$ cat src/hdl/fctg_pkg.sv
// Package for the floor/ceiling texel coordinate generator.
// Payload structs, field widths and shared constants; no dependencies.
`default_nettype none
package fctg_pkg;
  localparam int SCREEN_BITS      = 11;
  localparam int TEX_LOG2_MAX_DEF = 10;
  localparam int DIST_W           = 24;
  localparam int POS_W            = 26;
  localparam int FE_W             = 15;
  localparam int DIR_W            = 16;
  localparam int SCALE_NUM        = 83;
  localparam int QUEUE_DEPTH      = 4;

  localparam logic [2:0] REG_HEIGHT   = 3'd0;
  localparam logic [2:0] REG_PLAYER_X = 3'd1;
  localparam logic [2:0] REG_PLAYER_Y = 3'd2;
  localparam logic [2:0] REG_FLOOR_W  = 3'd3;
  localparam logic [2:0] REG_FLOOR_H  = 3'd4;
  localparam logic [2:0] REG_CEIL_W   = 3'd5;
  localparam logic [2:0] REG_CEIL_H   = 3'd6;

  typedef struct packed {
    logic                func;
    logic [10:0]         column;
    logic [10:0]         row;
    logic [10:0]         wall_half;
    logic [FE_W-1:0]     fisheye;
    logic signed [15:0]  dir_cos;
    logic signed [15:0]  dir_sin;
  } in_item_t;

  typedef struct packed {
    logic [10:0] out_column;
    logic [10:0] out_row;
    logic        covered;
    logic [9:0]  texel_x;
    logic [9:0]  texel_y;
    logic        dist_saturated;
  } out_item_t;
endpackage
`default_nettype wire

$ cat src/hdl/fctg_div.sv
// Pipelined restoring divider, one quotient bit per stage, saturating at 2^24-1.
// Depends on fctg_pkg; carries a side word alongside each operation.
`default_nettype none
module fctg_div import fctg_pkg::*; #(
  parameter int NUM_W = 44,
  parameter int DEN_W = 27,
  parameter int SIDE_W = 8
) (
  input  wire logic              clk,
  input  wire logic              rst_n,
  input  wire logic              in_vld,
  input  wire logic [NUM_W-1:0]  num,
  input  wire logic [DEN_W-1:0]  den,
  input  wire logic [SIDE_W-1:0] side_in,
  output logic                   out_vld,
  output logic [DIST_W-1:0]      quot,
  output logic                   ovf,
  output logic [SIDE_W-1:0]      side_out
);
  // Quotient above 2^24-1 iff num >= den<<24; check first, then 24 bit stages.
  localparam int ST = DIST_W + 1;
  localparam int RW = DEN_W + 1;
  logic              v_r   [ST];
  logic [NUM_W-1:0]  n_r   [ST];
  logic [DEN_W-1:0]  d_r   [ST];
  logic [RW-1:0]     rem_r [ST];
  logic [DIST_W-1:0] q_r   [ST];
  logic              o_r   [ST];
  logic [SIDE_W-1:0] s_r   [ST];

  always_ff @(posedge clk) begin
    if (!rst_n) v_r[0] <= 1'b0;
    else        v_r[0] <= in_vld;
    n_r[0]   <= num;
    d_r[0]   <= den;
    rem_r[0] <= RW'(num >> DIST_W);
    q_r[0]   <= '0;
    o_r[0]   <= (den == '0) || ((num >> DIST_W) >= NUM_W'(den));
    s_r[0]   <= side_in;
  end

  for (genvar i = 1; i < ST; i++) begin : g_st
    logic [RW-1:0] tr;
    logic          ge;
    always_comb begin
      tr = {rem_r[i-1][RW-2:0], n_r[i-1][DIST_W-i]};
      ge = tr >= {1'b0, d_r[i-1]};
    end
    always_ff @(posedge clk) begin
      if (!rst_n) v_r[i] <= 1'b0;
      else        v_r[i] <= v_r[i-1];
      n_r[i]   <= n_r[i-1];
      d_r[i]   <= d_r[i-1];
      rem_r[i] <= ge ? tr - {1'b0, d_r[i-1]} : tr;
      q_r[i]   <= {q_r[i-1][DIST_W-2:0], ge};
      o_r[i]   <= o_r[i-1];
      s_r[i]   <= s_r[i-1];
    end
  end
  assign out_vld  = v_r[ST-1];
  assign quot     = o_r[ST-1] ? {DIST_W{1'b1}} : q_r[ST-1];
  assign ovf      = o_r[ST-1];
  assign side_out = s_r[ST-1];
endmodule
`default_nettype wire

$ cat config.mk
export PLATFORM = sky130hd
export DESIGN_NAME = fctg_div
export DESIGN_NICKNAME = d
export VERILOG_FILES = /design/src/hdl/fctg_pkg.sv /design/src/hdl/fctg_div.sv
export SDC_FILE = /design/constraint.sdc
export NUM_CORES = 2
export LEC_CHECK = 0
export BUFFER_PORTS_ARGS = -buffer_cell sky130_fd_sc_hd__buf_2
export CORE_ASPECT_RATIO = 0.9
export CORE_UTILIZATION = 25
export DETAILED_ROUTE_END_ITERATION = 8
export GPL_TIMING_DRIVEN = 0
export PLACE_DENSITY = 0.36
export SLEW_MARGIN = 0
export SYNTH_ARGS = -nofsm -noshare
export SYNTH_HDL_FRONTEND = slang
export SYNTH_SLANG_ARGS = --single-unit
$ cat constraint.sdc
create_clock -name clk -period 4.31 [get_ports clk]
set_clock_uncertainty 0.1 [all_clocks]
set_input_delay 1.0775 -clock clk [delete_from_list [all_inputs] [get_ports clk]]
set_output_delay 1.0775 -clock clk [all_outputs]
set_load 0.01 [all_outputs]
# After elaboration in Yosys (flattened, before gate mapping)
# Memory sizes are Yosys's and may differ from the RTL's.
# Cells that the tools add are included.
dict set report word_totals {
  ff_bits 0
  mem_bits_rw 3325
  wordCells 135
  memories 7
}
# memory depth width read_ports rd_ports_with_merged_regs write_ports line_no
set mem_list {}
lappend mem_list {n_r 25 44 24 0 25 fctg_div.sv:24} ;# logic [NUM_W-1:0] n_r [ST];
lappend mem_list {rem_r 25 28 24 0 25 fctg_div.sv:26} ;# logic [RW-1:0] rem_r [ST];
lappend mem_list {d_r 25 27 24 0 25 fctg_div.sv:25} ;# logic [DEN_W-1:0] d_r [ST];
lappend mem_list {q_r 25 24 25 0 25 fctg_div.sv:27} ;# logic [DIST_W-1:0] q_r [ST];
lappend mem_list {s_r 25 8 25 0 25 fctg_div.sv:29} ;# logic [SIDE_W-1:0] s_r [ST];
lappend mem_list {o_r 25 1 25 0 25 fctg_div.sv:28} ;# logic o_r [ST];
lappend mem_list {{+1 memories} -- -- -- -- -- --}
dict set report op_classes {
  addsub 24
  n_lt_le_gt_ge 25
  muxes 52
  bitwise 25
  reduce_logical 2
}
# op count
set op_table {}
lappend op_table {{$ge 28x27->1} 24}
lappend op_table {{$mux 28} 24}
lappend op_table {{$sub 28x27->28} 24}
lappend op_table {{$ge 20x27->1} 1}
lappend op_table {{$logic_not 27->1} 1}
lappend op_table {{$mux 1} 27}
lappend op_table {{$or 1x1->1} 25}
lappend op_table {{$mux 24} 1}
lappend op_table {{$logic_or 1x1->1} 1}

# Longest topological paths before layout
dict set report logic_depth {
  ltp_word 2
  ltp_mapped 16
  depth_no_buf 15
}

# Least setup slack after synthesis
# Ideal clock, no wire load.
dict set report synth_timing {
  path_type {register -> register}
  startpoint {mem n_r[9][14], in the netlist n_r[1][58]}
  endpoint {mem rem_r[1][76] in the netlist's numbering}
  setup_time_ps 121
  arrival_time_ps 3076
  setup_slack_ps 1014
  path_stages_with_launch 15
  path_cell_list {dfxtp_1 > inv_1 > ha_1 > fa_1 > nor2b_1 > o21ai_0 > a21oi_1 > o21ai_0 > o221a_2 > o2111ai_1 > o211ai_1 > a31o_2 > a21oi_4 > buf_4 > mux2_2}
}
# element line_no
set synth_rtl {}
lappend synth_rtl {{start: declaration} fctg_div.sv:24}
lappend synth_rtl {{end: declaration} fctg_div.sv:26}

==> metrics.txt <==
CTS clk-pin slew, worst paths=60 ps; Avg WL per Cell=16.2 um; setup slack after layout=135 ps; Power Total=around 80 mW; Most used DFF post-synth=dfxtp_1; CP startpoint=n_r[0][109]; Post-Layout Cell Count=13138; Avg Cell Area, Syn=10.3 um^2; GP Congestion=0.884; total leakage power=44.0 nW; fmax=roughly 0.24 GHz; clk buf depth=4; HP Class=primary input to register; later-pin clock latency in the skew report=950 ps; final hold viol count=0; vias in the first global route=approximately 56000; Syn. warnings=0; Post-synth EDFFs=0; critical path class=register to register; synth unique cells=101; DP Wirelength=around 170000 um; WHS=approximately 150 ps; fin crit period=4180 ps; status=finished, final reports clean; startpoint types=register; Setup TNS=0 ps; Synth-to-Final Area Change=17.9%; total CTS buffers=243; dpl ws=-493 ps; full die area=336000 um^2; DR DRC count=0; Layout Nets=9240; hold wc startpoint=side_in[6]; number of synthesized register bits=around 2100; first-pass GRT wire length=about 330000 um; antenna-violating nets left=0; clk sinks=2139; CTS root buf=clkbuf_16; Mapped Area=83400 um^2; Synth area leader=dfxtp_1; Top Ports=116; dpl cells=12652; number of port buffers=115; synth cell count leaders=dfxtp_1 (2139), inv_1 (815), ha_1 (662), a21oi_1 (544), nand2_1 (497); RSZ-0062 raised after global routing=true; Rel. slew slack=21.1%; max-slew violation count=0; row count=200; max-cap violations=0; DRT Wirelength=213000 um; P per Cell Area=811 nW/um^2; layout cell share with drive strength beyond 1=about an eighth; pin count of the biggest net entering global routing=21; drt pass-1 iters=6; GRT Overall Usage=about 12%; Max H-tree Level=4; CP endpoint kind=register; # setup viols final=0; Peak VDD IR=around 0.36 mV; initial antenna violation count=8; via count=approximately 57000; hold-fix buffers at CTS=0; CP Data Arrival Time=4830 ps; Final period util=a little over nine tenths; critical path required time=between 4000 and 5000 ps; largest fanout on the critical path=10; vias per std cell=4.31; post-synth top area share=between 50% and 60%; Mapped Nets=8858; r2r startpoint=n_r[0][109]; Seq/Total Area, Yosys=between 50% and 60%; die height=between 500 and 600 um; worst-margin pin slew=1170 ps; share of flip-flops with an asynchronous set or reset=0%; count leader, synth=dfxtp_1; core area=331000 um^2; Mapped Cells=8091; synth top area cells=dfxtp_1 (51%), ha_1 (9.9%), mux2_2 (3.8%), inv_1 (3.7%), xnor2_1 (3.3%); GRT overflow=0; first-iteration detailed-routing DRC count=3546; TritonCTS clock tree=built; Die X=611 um; initial core utilization=25.2%
-- critical path, cell delays in order (launching register included) --
cell and delay, ps:
dfxtp_1 300, inv_1 50, ha_1 220, fa_1 410, nand2b_1 160, a21boi_0 290
o21ai_1 180, a211oi_1 420, o21ai_1 200, a21oi_2 340, o21ai_1 160, a21oi_1 290
o21ai_2 270, buf_2 340, mux2_2 310
-- registers in the layout, summed over array words and instances, names as in the netlist --
signal / count
d_r: 648
n_r: 320
o_r: 25
q_r: 300
rem_r: 621
s_r: 200
v_r: 25
-- area by class of cell --
cell class | instances | area [um^2]
fill | 34590 | 233000
sequential | 2139 | 42800
multi-input combinational | 4988 | 36900
clock buffer | 334 | 6950
tap | 4444 | 5560
inverter | 816 | 3060
clock inverter | 120 | 1400
timing repair buffer | 137 | 776
buffer | 148 | 766
antenna | 12 | 30.0
-- cell families after synthesis --
group | Yosys count | share of synthesized area (%)
and+or+nand+nor | 1589 | 9.22
buffers and inverters | 964 | 4.57
adders and majority gates | 685 | 10.5
xor gates and xnor gates | 512 | 5.38
AOI/OAI and AO/OA | 1841 | 14.1
DFF | 2139 | 51.4
muxes | 361 | 4.89
-- final timing paths --
kind	slack, ps	cells past startpoint	endpoint
worst min register to register	190	0	n_r[0][265]
worst max register to register	130	14	rem_r[0][104]
worst max-delay path	130	14	rem_r[0][104]
worst min-delay path	150	1	s_r[0][6]
-- layer usage --
| layer | track usage (%) | part of all wire (%) |
|---|---|---|
| met1 | 17.7 | 50 |
| met2 | 18.6 | 42 |
| met3 | 2.76 | 6.2 |
| met4 | 3.58 | 2.6 |
| met5 | 0 | 0 |
-- power breakdown --
| part | leakage [nW] | switching, mW | internal, mW |
|---|---|---|---|
| Clock | 4.05 | 8.50 | 12.6 |
| Sequential | 18.0 | 2.44 | 24.4 |
| Combinational | 22.0 | 17.6 | 14.2 |
| Total | 44.0 | 28.5 | 51.2 |
-- per-stage QoR --
| stage | utilization, % | area (um^2) |
|---|---|---|
| finish | 29.7 | 98300 |
| global placement | 27.1 | 89500 |
| floorplan | - | 83400 |
| global route | 29.7 | 98200 |
| detailed placement | 27.1 | 89500 |
| CTS | 29.6 | 97900 |
-- repair_timing --
item	CTS	global route
pin swaps	2	8
resized for setup	8	42
endpoints found under the hold margin	0	0
endpoints found under the setup margin	89	322
setup buffers	1	19
-- cell usage in the layout, fill, tap and decap left out, drive strengths merged, types with 91 or more instances in the layout --
cell type,netlist,layout
a21o,286,286
a21oi,548,548
buf,62,199
clkbuf,86,420
dfxtp,2139,2139
ha,662,662
inv,816,825
mux2,322,322
nand2,498,498
nand2b,91,91
nand3,98,98
nand4,97,97
nor2,361,361
nor2b,94,94
o21ai,447,447
xnor2,317,317
xor2,195,195
(Power assumes the default switching activity.)
