<file path="src/hdl/fctg_pkg.sv">
// Package for the floor/ceiling texel coordinate generator.
// Payload structs, field widths and shared constants; no dependencies.
`default_nettype none
package fctg_pkg;
  localparam int SCREEN_BITS      = 11;
  localparam int TEX_LOG2_MAX_DEF = 10;
  localparam int DIST_W           = 24;
  localparam int POS_W            = 26;
  localparam int FE_W             = 15;
  localparam int DIR_W            = 16;
  localparam int SCALE_NUM        = 83;
  localparam int QUEUE_DEPTH      = 4;

  localparam logic [2:0] REG_HEIGHT   = 3'd0;
  localparam logic [2:0] REG_PLAYER_X = 3'd1;
  localparam logic [2:0] REG_PLAYER_Y = 3'd2;
  localparam logic [2:0] REG_FLOOR_W  = 3'd3;
  localparam logic [2:0] REG_FLOOR_H  = 3'd4;
  localparam logic [2:0] REG_CEIL_W   = 3'd5;
  localparam logic [2:0] REG_CEIL_H   = 3'd6;

  typedef struct packed {
    logic                func;
    logic [10:0]         column;
    logic [10:0]         row;
    logic [10:0]         wall_half;
    logic [FE_W-1:0]     fisheye;
    logic signed [15:0]  dir_cos;
    logic signed [15:0]  dir_sin;
  } in_item_t;

  typedef struct packed {
    logic [10:0] out_column;
    logic [10:0] out_row;
    logic        covered;
    logic [9:0]  texel_x;
    logic [9:0]  texel_y;
    logic        dist_saturated;
  } out_item_t;
endpackage
`default_nettype wire

</file>
<file path="src/hdl/fctg_back.sv">
// Back end: queue after the divider, then position step and texel extraction.
// Depends on fctg_pkg; two pipeline stages after the queue.
`default_nettype none
module fctg_back import fctg_pkg::*; #(
  parameter int TEX_LOG2_MAX = TEX_LOG2_MAX_DEF
) (
  input  wire logic              clk,
  input  wire logic              rst_n,
  input  wire logic              in_vld,
  input  wire logic [DIST_W-1:0] distance,
  input  wire logic              sat,
  input  wire logic              func,
  input  wire logic              cov,
  input  wire logic [10:0]       col,
  input  wire logic [10:0]       row,
  input  wire logic signed [15:0] dc,
  input  wire logic signed [15:0] ds,
  input  wire logic [POS_W-1:0]  px,
  input  wire logic [POS_W-1:0]  py,
  input  wire logic [3:0]        fw, fh, cw, ch,
  output logic                   out_strobe_r,
  output out_item_t              out_r
);
  localparam int QW = $clog2(QUEUE_DEPTH);
  typedef struct packed {
    logic [DIST_W-1:0] distance;
    logic sat, func, cov;
    logic [10:0] col, row;
    logic signed [15:0] dc, ds;
  } qent_t;
  qent_t q_mem [QUEUE_DEPTH];
  logic [QW:0] wp_r, rp_r;
  logic pop;
  qent_t e;
  // Consumer never stalls, so drain one entry each cycle while the queue is not empty.
  assign pop = wp_r != rp_r;
  always_ff @(posedge clk) begin
    if (in_vld) q_mem[wp_r[QW-1:0]] <= {distance, sat, func, cov, col, row, dc, ds};
    e <= q_mem[rp_r[QW-1:0]];
  end
  always_ff @(posedge clk) begin
    if (!rst_n) begin
      wp_r <= '0; rp_r <= '0;
    end else begin
      if (in_vld) wp_r <= wp_r + 1'b1;
      if (pop)    rp_r <= rp_r + 1'b1;
    end
  end
  logic v1_r;
  always_ff @(posedge clk) begin
    if (!rst_n) v1_r <= 1'b0;
    else        v1_r <= pop;
  end

  logic signed [41:0] mx_r, my_r;
  qent_t e2_r;
  logic v2_r;
  always_ff @(posedge clk) begin
    if (!rst_n) v2_r <= 1'b0;
    else        v2_r <= v1_r;
    mx_r <= $signed({1'b0, e.distance}) * e.dc;
    my_r <= $signed({1'b0, e.distance}) * e.ds;
    e2_r <= e;
  end

  function automatic logic [9:0] texel(input logic [POS_W-1:0] p, input logic [3:0] lw);
    logic [4:0] l;
    logic [POS_W-1:0] s;
    l = (lw > 4'(TEX_LOG2_MAX)) ? 5'(TEX_LOG2_MAX) : {1'b0, lw};
    if (l > 5'd16) l = 5'd16;
    s = (p >> (5'd16 - l)) & ((POS_W'(1) << l) - 1'b1);
    return s[9:0];
  endfunction

  logic [POS_W-1:0] pxs, pys;
  always_comb begin
    pxs = px + POS_W'(mx_r >>> 14);
    pys = py + POS_W'(my_r >>> 14);
  end
  always_ff @(posedge clk) begin
    if (!rst_n) out_strobe_r <= 1'b0;
    else        out_strobe_r <= v2_r;
    out_r.out_column     <= e2_r.col;
    out_r.out_row        <= e2_r.row;
    out_r.covered        <= e2_r.cov;
    out_r.texel_x        <= e2_r.cov ? texel(pxs, e2_r.func ? cw : fw) : '0;
    out_r.texel_y        <= e2_r.cov ? texel(pys, e2_r.func ? ch : fh) : '0;
    out_r.dist_saturated <= e2_r.cov & e2_r.sat;
  end
endmodule
`default_nettype wire

</file>
<file path="config.mk">
export PLATFORM = sky130hd
export DESIGN_NAME = fctg_back
export DESIGN_NICKNAME = d
export VERILOG_FILES = /design/src/hdl/fctg_pkg.sv /design/src/hdl/fctg_back.sv
export SDC_FILE = /design/constraint.sdc
export NUM_CORES = 2
export LEC_CHECK = 0
export ABC_AREA = 1
export ABC_CLOCK_PERIOD_IN_PS = 6100
export BUFFER_PORTS_ARGS = -buffer_cell sky130_fd_sc_hd__clkbuf_2
export CORE_ASPECT_RATIO = 1.5
export CORE_MARGIN = 2
export CORE_UTILIZATION = 63
export CTS_CLUSTER_SIZE = 10
export DETAILED_ROUTE_END_ITERATION = 7
export PLACE_DENSITY = 0.81
export SKIP_LAST_GASP = 1
export SYNTH_ARGS = -nofsm -noshare
export SYNTH_HDL_FRONTEND = slang
export SYNTH_SLANG_ARGS = --single-unit
</file>
<file path="constraint.sdc">
create_clock -name clk -period 6.1 [get_ports clk]
set_input_delay 0.61 -clock clk [delete_from_list [all_inputs] [get_ports clk]]
set_output_delay 0.61 -clock clk [all_outputs]
set_load 0.1 [all_outputs]
</file>
Word level (Yosys, flattened, before mapping) --
Memories as Yosys holds them, arrays and structs flattened. A register that Yosys moved wholly into a read port is not among the register bits. Cells that the tools add are included.
Storage, ports and cells: register bits after elaboration 158, bits in writable memories 324, input bits 152, output and inout bits 45, memories 1
Memories:
- q_mem | words 4, width 81, rd ports 1, clocked after memory_dff 1, wr ports 1, RTL line fctg_back.sv:31 | qent_t q_mem [QUEUE_DEPTH];
Operators by class: $add $sub $neg 8, multiply operators 2, order comparisons 4, equal/unequal tests 1, shifts and indexed selects 4, mux-type cells 8, bitwise gates (word level) 3
Operator list (count):
- multiplier 25 x 16 -> 40 bit | 2
- adder 26 bit | 2
- right shift 26 x 5 -> 10 bit | 2
- AND 10 bit | 2
- << shifter 1 x 5 -> 10 bit, first input constant | 2
- subtractor 10 x 1 -> 10 bit, second input constant | 2
- 2-to-1 mux 4 bit | 4
- > comparator 4 x 5 -> 1 bit, second input constant | 2
- 2-to-1 mux 5 bit | 2
- subtractor 5 bit, first input constant | 2
- > comparator 4 bit, second input constant | 2
- adder 3 x 1 -> 3 bit, second input constant | 2
- inequality test 3 bit | 1
- 2-to-1 mux 1 bit | 2
- AND 1 bit | 1

Depth between registers and ports, before layout --
depth in word-level cells 8, depth in mapped cells 31, mapped depth without buffers 29

Least setup slack after synthesis --
No wires, ideal clock.
path kind register to register, start register, netlist name e[1], end register my_r[32], data arrival time 5.367 ns, data required time 5.973 ns, slack 0.606 ns, cell stages (with the launch flop) 23, path buffers 1, cell sequence dfxtp_1 -> clkbuf_1 -> nand2_1 -> fa_1 -> inv_1 -> fa_1 -> inv_1 -> fa_1 -> inv_1 -> fa_1 -> fa_1 -> inv_1 -> fa_1 -> inv_1 -> ha_1 -> a21oi_1 -> o21ai_0 -> a21oi_1 -> o21ai_0 -> a21o_1 -> a21oi_1 -> o21ai_0 -> xor2_1
Between the ends: word-level cells in the longest chain between the ends 1
Ends and longest elaborated chain:
- multiplier 25 x 16 -> 40 bit | RTL line fctg_back.sv:62 | my_r <= $signed({1'b0, e.distance}) * e.ds;
- end signal: assignment | RTL line fctg_back.sv:62
- end: declaration | RTL line fctg_back.sv:55 | logic signed [41:0] mx_r, my_r;
No other way between the ends. A chain may end at the register's enable or synchronous reset.

Worst setup path after layout --
start register, netlist name e[11], end register my_r[36]
Between the ends: word-level cells in the longest chain between the ends 1
Ends and longest elaborated chain (RTL line):
- multiplier 25 x 16 -> 40 bit | fctg_back.sv:62
No other way between the ends.

==> results.sh <==
export IMPL_ys_ff_latch=535
export IMPL_grt_overflow_total=0
export IMPL_endpoint="my_r[36]"
export IMPL_yosysWarnings=0
export IMPL_route_detailed_drc=0
export IMPL_grt_max_degree=85
export IMPL_r2r_cells=19
export IMPL_crit_start="e[11]"
export IMPL_netlist_area_um2=49200
export IMPL_grt_pass1_vias=42500
export IMPL_rsz0062_at_grt="yes"
export IMPL_fp_row_count=125
export IMPL_place_ws_ns=-0.0408
export IMPL_met2_usage=0.601
export IMPL_syn2layout_area_growth_pct=9.19
export IMPL_rrSetupSlack_ns=0.21
export IMPL_drive_above_1_share=0.0760
export IMPL_drv_cap=0
export IMPL_layout_common_cells="1,419 x inv_1, 1,405 x nand2_1, 612 x fa_1, 372 x nor2_1"
export IMPL_max_slew_margin=0.369
export IMPL_antenna_found_initial=7
export IMPL_rr_endpoint="my_r[36]"
export IMPL_synth_distinct_cells=53
export IMPL_cp_start_kind="flop"
export IMPL_drt_iter0_markers=2910
export IMPL_cts_tree="built"
export IMPL_synth_largest_area_cell="fa_1"
export IMPL_cts_buffers=61
export IMPL_grt_use_met1=0.363
export IMPL_ant_nets=0
export IMPL_period_needed_ns=5.89
export IMPL_synth_top_cells_by_area="fa_1 25%, edfxtp_1 20%, inv_1 11%"
export IMPL_slew_violations=0
export IMPL_totalWireLength_mm=134
export IMPL_path_class="flop to flop"
export IMPL_timing_rr_start="e[11]"
export IMPL_track_usage=0.342
export IMPL_clock_fmax_mhz=170
export IMPL_busiest_layer="met2"
export IMPL_start_util=0.636
export IMPL_core_um2=77400
export IMPL_first_pass_iters=6
export IMPL_synthArstFlopShare=0
export IMPL_synth_edff_count=324
export IMPL_ios=197
export IMPL_grt_use_met3=0.0674
export IMPL_worstHoldPathType="input pin to flop"
export IMPL_avgSynthCellArea_um2=8.27
export IMPL_synth_top_area_frac=0.249
export IMPL_worst_slew_pin_slew_ns=0.946
export IMPL_layout_commonest_cell="inv_1"
export IMPL_io_buffer_count=196
export IMPL_die_w_um=232
export IMPL_hpwl_mm=103
export IMPL_nNetsFinal=7213
export IMPL_hold_buffers=0
export IMPL_place_congestion=0.982
export IMPL_fin_crit_sh=0.965
export IMPL_cts_root_buf="clkbuf_16"
export IMPL_hold_viol_final=0
export IMPL_clk_path_buf_depth=3
export IMPL_detail_route_vias_per_cell=5.57
export IMPL_syn_inst=5950
export IMPL_synthFlopType="edfxtp_1"
export IMPL_die_h_um=346
export IMPL_wl_per_cell_um=18.7
export IMPL_status="completed"
export IMPL_cp_end_kind="flop"
export IMPL_die_area_um2=80400
export IMPL_cts_sinks=535
export IMPL_grt_pass1_wl_mm=214
export IMPL_crit_fanout=15
export IMPL_crit_arrival_ns=6.41
export IMPL_cp_required_ns=6.63
export IMPL_clock_latency_ns=0.67
export IMPL_h_tree_depth=2
export IMPL_worst_slack_ns=0.214
export IMPL_num_vias=40100
export IMPL_holdWs_ns=0.158
export IMPL_yosysSeqAreaShare=0.283
export IMPL_clock_skew_ns=0.0313
export IMPL_clk_pin_slew_worst_paths_ns=0.05
export IMPL_synth_fp_nets=7043
export IMPL_setup_viol=0
## cells by family (layout without fill, tap and decap cells)
kind of cell,count (synthesis),count (layout),share of synthesized area
AOI/OAI and AO/OA,546,546,0.0613
xor gates and xnor gates,70,70,0.0128
adders and majority gates,941,941,0.333
buffers and inverters,1657,1877,0.128
DFF,535,535,0.283
other,0,2,0
and+or+nand+nor,2201,2201,0.182
## area by class of cell
class                      instances  area, um2
clock inverter                     7        163
fill                            6048      23700
antenna                            2       5.00
clock buffer                     106       1730
timing repair buffer             328       2200
tap                             1016       1270
multi-input combinational       3758      29000
inverter                        1436       5410
sequential                       535      14000
## per-layer routing
metal / routed length [um] / share of wire
met1: 46200 / 0.34
met2: 67200 / 0.50
met3: 10100 / 0.075
met4: 10800 / 0.080
met5: 45 / 0.00033
## per-stage QoR
step | util | TNS [ns] | std cells | area (um2)
final | 0.694 | 0 | 7188 | 53700
after global routing | 0.694 | -0.0495 | 7187 | 53700
after CTS | 0.694 | 0 | 7186 | 53700
after detailed placement | 0.669 | -0.0408 | 7073 | 51800
after global placement | 0.669 | 0 | 7073 | 51800
after floorplan | - | 0 | 5950 | 49200
## state kept, by name (all words and copies together) (netlist names), 3 cells and up
name / cells
wp_r: 3
e2_r: 25
q_mem: 324
rp_r: 3
e: 81
mx_r: 26
out_r: 44
my_r: 26
## repair_timing
action                                  in CTS  in global routing
setup buffers                                0                  0
cloned                                       0                  0
gates resized for setup                      1                 24
endpoints found under the setup margin       1                 32
pin swaps                                    0                  0
## cells in the mapped netlist, types with 33 or more instances
master and number:
a21oi_1 161, clkbuf_1 204, dfxtp_1 211, edfxtp_1 324
fa_1 612, ha_1 329, inv_1 1423, nand2_1 1405
nand3_1 329, nand4_1 33, nor2_1 373, o21ai_0 229
o22ai_1 83, xor2_1 47
## how the worst min path moves through the flow
stage,start,endpoint,cells past startpoint
floorplan,e[32],e2_r[32],0
global placement,e2_r[44],out_r[34],0
detailed placement,e[44],e2_r[44],0
CTS,distance[23],q_mem[1][80],1
global route,distance[8],q_mem[0][65],1
finish,dc[14],q_mem[0][30],1
## critical path: stages, from the launching register on
cell and delay [ns]:
dfxtp_2 0.51, buf_4 0.30, nand2_1 0.11, fa_1 0.51, inv_1 0.06, fa_1 0.49, fa_1 0.60, fa_1 0.47
fa_1 0.50, inv_1 0.05, fa_1 0.47, inv_1 0.04, ha_1 0.34, a21oi_1 0.22, o21ai_0 0.18, nand2_1 0.10
o211ai_1 0.17, a31oi_2 0.30, nand3_1 0.17, xor2_1 0.17
Power is left out: the tool's default activity adds up to more than one toggle a clock period on the data nets, which glitch-free logic cannot reach.
