**src/hdl/fctg_pkg.sv**
```systemverilog
// Package for the floor/ceiling texel coordinate generator.
// Payload structs, field widths and shared constants; no dependencies.
`default_nettype none
package fctg_pkg;
  localparam int SCREEN_BITS      = 11;
  localparam int TEX_LOG2_MAX_DEF = 10;
  localparam int DIST_W           = 24;
  localparam int POS_W            = 26;
  localparam int FE_W             = 15;
  localparam int DIR_W            = 16;
  localparam int SCALE_NUM        = 83;
  localparam int QUEUE_DEPTH      = 4;

  localparam logic [2:0] REG_HEIGHT   = 3'd0;
  localparam logic [2:0] REG_PLAYER_X = 3'd1;
  localparam logic [2:0] REG_PLAYER_Y = 3'd2;
  localparam logic [2:0] REG_FLOOR_W  = 3'd3;
  localparam logic [2:0] REG_FLOOR_H  = 3'd4;
  localparam logic [2:0] REG_CEIL_W   = 3'd5;
  localparam logic [2:0] REG_CEIL_H   = 3'd6;

  typedef struct packed {
    logic                func;
    logic [10:0]         column;
    logic [10:0]         row;
    logic [10:0]         wall_half;
    logic [FE_W-1:0]     fisheye;
    logic signed [15:0]  dir_cos;
    logic signed [15:0]  dir_sin;
  } in_item_t;

  typedef struct packed {
    logic [10:0] out_column;
    logic [10:0] out_row;
    logic        covered;
    logic [9:0]  texel_x;
    logic [9:0]  texel_y;
    logic        dist_saturated;
  } out_item_t;
endpackage
`default_nettype wire

```
**src/hdl/fctg_front.sv**
```systemverilog
// Front end: classifies a pixel as covered or not and forms the division denominator.
// Depends on fctg_pkg.
`default_nettype none
module fctg_front import fctg_pkg::*; (
  input  wire logic                   clk,
  input  wire logic                   rst_n,
  input  wire logic                   acc,
  input  wire in_item_t               item,
  input  wire logic [SCREEN_BITS:0]   height,
  output logic                        vld_r,
  output logic                        func_r,
  output logic [10:0]                 col_r,
  output logic [10:0]                 row_r,
  output logic                        cov_r,
  output logic                        sat_r,
  output logic [SCREEN_BITS+FE_W:0]   den_r,
  output logic signed [15:0]          dc_r,
  output logic signed [15:0]          ds_r
);
  localparam int SW = SCREEN_BITS;
  logic [SW-1:0] r, wh;
  logic signed [SW+3:0] hh, half, rr, d;
  logic cov_nxt;
  always_comb begin
    r    = item.row[SW-1:0];
    wh   = item.wall_half[SW-1:0];
    hh   = $signed({3'b0, height});
    half = hh >>> 1;
    rr   = $signed({4'b0, r});
    if (item.func) begin
      cov_nxt = rr + $signed({4'b0, wh}) <= half;
      d = hh - (rr <<< 1);
    end else begin
      cov_nxt = (rr >= half + $signed({4'b0, wh})) && (rr < hh);
      d = (rr <<< 1) - hh;
    end
  end
  always_ff @(posedge clk) begin
    if (!rst_n) vld_r <= 1'b0;
    else        vld_r <= acc;
    func_r <= item.func;
    row_r  <= item.row;
    col_r  <= item.column;
    cov_r  <= cov_nxt;
    sat_r  <= (d <= 0) || (item.fisheye == '0);
    den_r  <= (d <= 0) ? '0 : (SW+FE_W+1)'(d[SW:0] * item.fisheye);
    dc_r   <= item.dir_cos;
    ds_r   <= item.dir_sin;
  end
endmodule
`default_nettype wire

```
**config.mk**
```make
export PLATFORM = sky130hd
export DESIGN_NAME = fctg_front
export DESIGN_NICKNAME = d
export VERILOG_FILES = /design/src/hdl/fctg_pkg.sv /design/src/hdl/fctg_front.sv
export SDC_FILE = /design/constraint.sdc
export NUM_CORES = 1
export LEC_CHECK = 0
export ABC_AREA = 0
export BUFFER_PORTS_ARGS = -buffer_cell sky130_fd_sc_hd__buf_4
export CORE_MARGIN = 4
export CORE_UTILIZATION = 40
export DETAILED_ROUTE_END_ITERATION = 7
export GPL_TIMING_DRIVEN = 0
export PLACE_DENSITY = 0.64
export SLEW_MARGIN = 10
export SYNTH_ARGS = -nofsm -noshare
export SYNTH_HDL_FRONTEND = slang
export SYNTH_SLANG_ARGS = --single-unit
```
**constraint.sdc**
```tcl
create_clock -name clk -period 6.7 [get_ports clk]
set_input_delay 0 -clock clk [delete_from_list [all_inputs] [get_ports clk]]
set_output_delay 0 -clock clk [all_outputs]
set_load 0.01 [all_outputs]
```
---- Word level (Yosys, flattened, before mapping) ----
Index checks and enable logic that the tools add are counted.
storage, ports and cells
  memories ................................ 0
  RAM bits ................................ 0
  output and inout bits ................... 85
  input bits .............................. 96
  bits in latches ......................... 0
  word-level logic and storage cells ...... 23
  flip-flop bits (word level) ............. 85
  ROM bits ................................ 0
operators by class
  $lt $le $gt $ge ......................... 4
  reductions and logical operators ........ 3
  mux-type cells .......................... 2
  add/sub/neg operators ................... 4
  div/mod/pow operators ................... 0
  eq/ne operators ......................... 0
  bitwise operators ....................... 0
  $mul .................................... 1
  shift-type cells ........................ 0
operators with widths
  operator             count
  $mul 12x15->27       1
  $sub 12x12->13       2
  $add 11x11->12       2
  $le 15x1->1 const B  1
  $logic_not 15->1     1
  $mux 15              1
  $ge 11x12->1         1
  $le 12x11->1         1
  $lt 11x12->1         1
  $logic_and 1x1->1    1
  $logic_or 1x1->1     1
  $mux 1               1

---- Depth between registers and ports, before layout ----
Gate-level depths: netlist (run 1).
  depth in word-level cells ............... 4
  mapped depth ............................ 30
  depth with buffers taken out ............ 29

---- Worst setup path after synthesis (run 1) ----
No wires, ideal clock.
  path kind ............................... in2reg
  start point ............................. input height[0]
  end point ............................... register den_r[26]
  path buffers ............................ 3
  arrival ................................. 7.042 ns
  library setup time ...................... 0.134 ns
  setup slack ............................. -0.476 ns
  stages .................................. 26
  path through ............................ buf_2 clkbuf_1 inv_1 fa_1 a21o_1 nand3_1 a21oi_1 a2111oi_0 a21oi_1 xnor2_1 clkbuf_1 nand2_1 fa_1 fa_1 fa_1 fa_1 fa_1 inv_1 ha_1 a21o_1 or3_1 o21ai_0 a31oi_1 o41ai_1 nand4b_1 a41oi_1
between the ends
  word-level cells in the longest chain between the ends .. 3
  elaborated cells between the ends (all ways) .. 5
  those cells by class .................... add/sub: 2; mul: 1; order compare: 1; mux: 1
RTL lines
  what                                                  RTL line                            text
  start: declaration                                    fctg_front.sv:9                     input wire logic [SCREEN_BITS:0] height,
  $sub 12x12->13, on equally long branches              fctg_front.sv:35, fctg_front.sv:32
  $mux 15 *                                             fctg_front.sv:30                    if (item.func) begin
  $mul 12x15->27 / $le 15x1->1 (equally long branches)  fctg_front.sv:46                    den_r <= (d <= 0) ? '0 : (SW+FE_W+1)'(d[SW:0] * item.fisheye);
  end signal: assignment                                fctg_front.sv:46
  end: declaration                                      fctg_front.sv:16                    output logic [SCREEN_BITS+FE_W:0] den_r,
Every way passes the cells marked *; elsewhere a longest branch is shown, timed or not.
A chain may end at the register's enable or synchronous reset.

---- Worst setup path after layout (run 1) ----
  start point ............................. input height[1]
  end point ............................... register den_r[26]
The elaborated chain is that of the path after synthesis.

==> flow_summary.toml, run 1 <==
[run_status]
outcome = "completed"

[placed_design]
place.gp.congestion = 0.913
io_buffers = 180
dpl.hpwl_um = 21500
dp_slack_ps = -1660

[setup_path]
end_kind = "flip-flop"
start_kind = "input port"
path_class = "input port to flip-flop"
crit_required_ps = 6940
critPathMaxFanout = 6
crit_slowest_cell = "fa_1"
crit_arrival_ps = 6660
crit_buf_inv = 5
max_stage_delay_ps = 540
cpMostUsedCell = "fa_1"
crit_family = "adder cells"

[drt]
drcViolationCount = 0
postRouteAntennaNets = 0
drtIter0Drc = 326
post_drt_wl_per_cell_um = 15.3
wirelength_um = 26700
num_vias = 8602
vias_per_cell = 4.93
dr.pass1.iters = 5

[floorplanning]
fp.dieH_um = 168
core_sq_um = 25300
chipWidth_um = 168
design.die.area_sq_um = 28300
initial_core_util = 0.407
num_io_pins = 181
rows = 58

[yosys]
synth-seq-cells = 85
yosys.area_share.adder = 0.432
synth_edf_count = 0
syn_nets = 1523
synth_mux_area_frac = 0
syn_area_sq_um = 10300
synth_cell_type_count = 58
syn_inst = 1152
syn_avg_cell_area_sq_um = 8.93
synth_compound_area_frac = 0.118
async_flop_share = 0
synth_ff_type = "dfxtp_1"
yosysTopAreaCell = "fa_1"
synth_warnings = 0
synth_simple_gate_area_share = 0.154
synth_top_family_by_area = "adder cells"
yosysTopAreaCellShare = 0.261
synth_area_leaders = "fa_1 (26%), ha_1 (17%), dfxtp_1 (17%), inv_1 (8.0%), nand2_1 (4.7%)"
synthXorXnorAreaFrac = 0.0349
ys_seq_area_frac = 0.165

[timing]
drv_slew = 0
tightest_slew_ps = 1020
hold_slack_ps = 12.5
setup_viol = 0
fmax_ghz = 0.156
finalSetupTns_ps = 0
finalCritPeriodShare = 0.958
hold_viol_final = 0
min_period_ps = 6420
slew_headroom = 0.315
fin_ws_ps = 283

[final_layout]
finish.net_count = 1781
drive_above_1_share = 0.198
final_common_cell = "inv_1"
layout_common_cells = "inv_1 (217), buf_4 (197), fa_1 (133), ha_1 (133), nand2_1 (129)"
area_delta_synth_final_pct = 30.4
antenna_cells = 0

[clocking]
cts_tree = "built"
cts_max_level = 3
cts.reportedPaths.clkPinSlew_ps = 90
clock_path_buffers = 2
cts_made_buffers = 9
clkSinkCount = 85
cts-root-buf = "clkbuf_16"

[global_route]
grt_pass1_wl_um = 44800
gr-total-overflow = 0
antenna_found_initial = 0
grt_pass1_vias = 9132
track_usage = 0.193
grt_max_degree = 19

[flow_run]
maxCapViolCount = 0

[worst_hold_path]
hold_class = "input port to flip-flop"
tightest hold or removal path, stage by stage:
cell	delay (ps)
buf_4	100
nor4_1	50
a41o_1	180
through the flow:
stage	instances	utilization	area [sq um]
floorplan	1152	-	10300
global placement	1662	0.479	12100
detailed placement	1662	0.479	12100
CTS	1743	0.524	13200
global route	1745	0.531	13400
finish	1745	0.531	13400
flip-flops by register name, summed over array words and instances (netlist names):
register  count
sat_r         1
row_r        11
func_r        1
vld_r         1
den_r        27
ds_r         16
dc_r         16
col_r        11
cov_r         1
per-layer routing:
metal,GRT usage,vias to the layer above,share of wire
met2,0.341,260,0.49
met4,0.0490,0,0.021
met3,0.0390,35,0.064
li1,-,4214,-
met1,0.240,4093,0.43
met5,0,-,0
synthesized netlist by cell type, types with 20 or more instances:
master and number:
dfxtp_1 85, ha_1 141, nor2_1 27, a21oi_1 47
fa_1 134, nand2_1 130, xnor2_1 27, inv_1 218
a21o_1 30, nor3_1 20, clkbuf_1 33, and2_1 73
o21ai_0 22
area by class of cell:
type	instances	area, sq um
flip-flops and latches	85	1700
repair buffers	251	2030
plain buffers	33	203
well taps	330	413
fillers	2327	11800
clock buffers	9	225
inverters	219	822
multi-input cells	811	7950
clock inverters	7	73.8
final timing paths:
kind                  start   endpoint  slack [ps]  cells past startpoint
setup / recovery  height[1]  den_r[26]         280                     27
hold / removal     item[40]      sat_r          10                      3
kinds of logic after synthesis:
family / Yosys count
flip-flops: 85
adder cells (fa/ha/maj): 275
AND/OR/NAND/NOR: 319
buffers and inverters: 256
XOR/XNOR: 41
AO/OA/AOI/OAI: 176
timing repair:
action | 4_1_cts | 5_1_grt
gates cloned | 0 | 0
buffers inserted | 10 | 3
setup endpoints to repair | 14 | 10
hold endpoints to repair | 57 | 0
hold buffers | 58 | 0
pin swaps | 11 | 12
resized for setup | 40 | 46
Power of run 1 is left out: the tool's default activity adds up to more than one toggle a clock period on the data nets, which glitch-free logic cannot reach.
==> run 2: changes to the inputs <==
CORE_MARGIN = default   (was 4)
==> flow_summary.toml, run 2 (synthesis gave the netlist of run 1 again) <==
[clocking]
clkSinkCount = 85
clock_path_buffers = 2
cts_tree = "built"
cts_made_buffers = 9
cts-root-buf = "clkbuf_16"
cts_max_level = 3
cts.reportedPaths.clkPinSlew_ps = 90

[run_status]
outcome = "completed"

[timing]
slew_headroom = 0.347
finalSetupTns_ps = 0
min_period_ps = 6470
fin_ws_ps = 234
hold_viol_final = 0
drv_slew = 0
setup_viol = 0
finalCritPeriodShare = 0.965
fmax_ghz = 0.155
tightest_slew_ps = 976

[worst_hold_path]
hold_start = "item[46]"
hold_class = "input port to flip-flop"

[drt]
wirelength_um = 26700
post_drt_wl_per_cell_um = 15.2
vias_per_cell = 4.95
drcViolationCount = 0
postRouteAntennaNets = 0
num_vias = 8689
drtIter0Drc = 460
dr.pass1.iters = 5

[final_layout]
seqCellArea_sq_um = 1700
drive_above_1_share = 0.208
largest_reg_flops = 27
layout_common_cells = "inv_1 (217), buf_4 (202), fa_1 (132)"
final_common_cell = "inv_1"
multi_input_area_sq_um = 7990
top_regs = "den_r (27), dc_r (16), ds_r (16)"
fin_cells = 1756
antenna_cells = 0
area_delta_synth_final_pct = 31.7
nFillCells = 2274
finish.net_count = 1792
largest-register = "den_r"

[global_route]
grt_pass1_wl_um = 42100
antenna_found_initial = 1
grt_max_degree = 19
grt_pass1_vias = 8672
track_usage = 0.203
gr-total-overflow = 0

[setup_path]
crit_slowest_cell = "fa_1"
max_stage_delay_ps = 580
crit_family = "adder cells"
end_kind = "flip-flop"
crit_arrival_ps = 6740
critPathMaxFanout = 8
crit_required_ps = 6980
path_class = "input port to flip-flop"
crit_buf_inv = 8
start_kind = "input port"
startpoint = "item[61]"

[floorplanning]
design.die.area_sq_um = 26400
rows = 58
chipWidth_um = 162
fp.dieH_um = 162
core_sq_um = 25200
initial_core_util = 0.409
num_io_pins = 181

[placed_design]
dp_slack_ps = -1530
dpl.cell_count = 1662
dpl.hpwl_um = 21000
place.gp.congestion = 0.899
io_buffers = 180

[flow_run]
maxCapViolCount = 0
[run 2: cell count changes in the layout (fill, tap and decap cells not counted), sizes merged]
cell and change:
clkinv +1, dlygate4sd3 +2, inv -1, clkbuf +5, buf +4
[run 2: final timing paths]
kind | to | depth (start not counted) | slack (ps)
worst max-delay path | den_r[26] | 29 | 230
worst min-delay path | sat_r | 3 | 40
[run 2: layer usage]
metal / global-route usage / part of all wire
met1: 0.254 / 0.44
met2: 0.363 / 0.49
met5: 0 / 0
met4: 0.0545 / 0.023
met3: 0.0298 / 0.055
[run 2: cell type report]
class	instances	share of cell area
Sequential cell	85	0.126
Tap cell	330	0.0305
Clock buffer	9	0.0166
Inverter	219	0.0607
Timing Repair Buffer	262	0.157
Buffer	33	0.0151
Clock inverter	7	0.00545
Multi-Input combinational cell	811	0.590
[run 2: what timing repair did]
action / in CTS / in global routing
pin swaps: 11 / 18
setup buffers: 8 / 14
gates resized for setup: 35 / 55
hold endpoints to repair: 57 / 1
setup endpoints to repair: 15 / 10
hold buffers: 59 / 1
gates cloned: 0 / 0
[run 2: metrics by stage]
stage	hold slack, ps	cell area [sq um]	util
after floorplan	27.7	10300	-
after global placement	104	12100	0.480
after detailed placement	106	12100	0.480
after CTS	3.37	13200	0.524
after global routing	32.8	13500	0.538
final	41.4	13500	0.538
Power of run 2 is left out for the same reason.
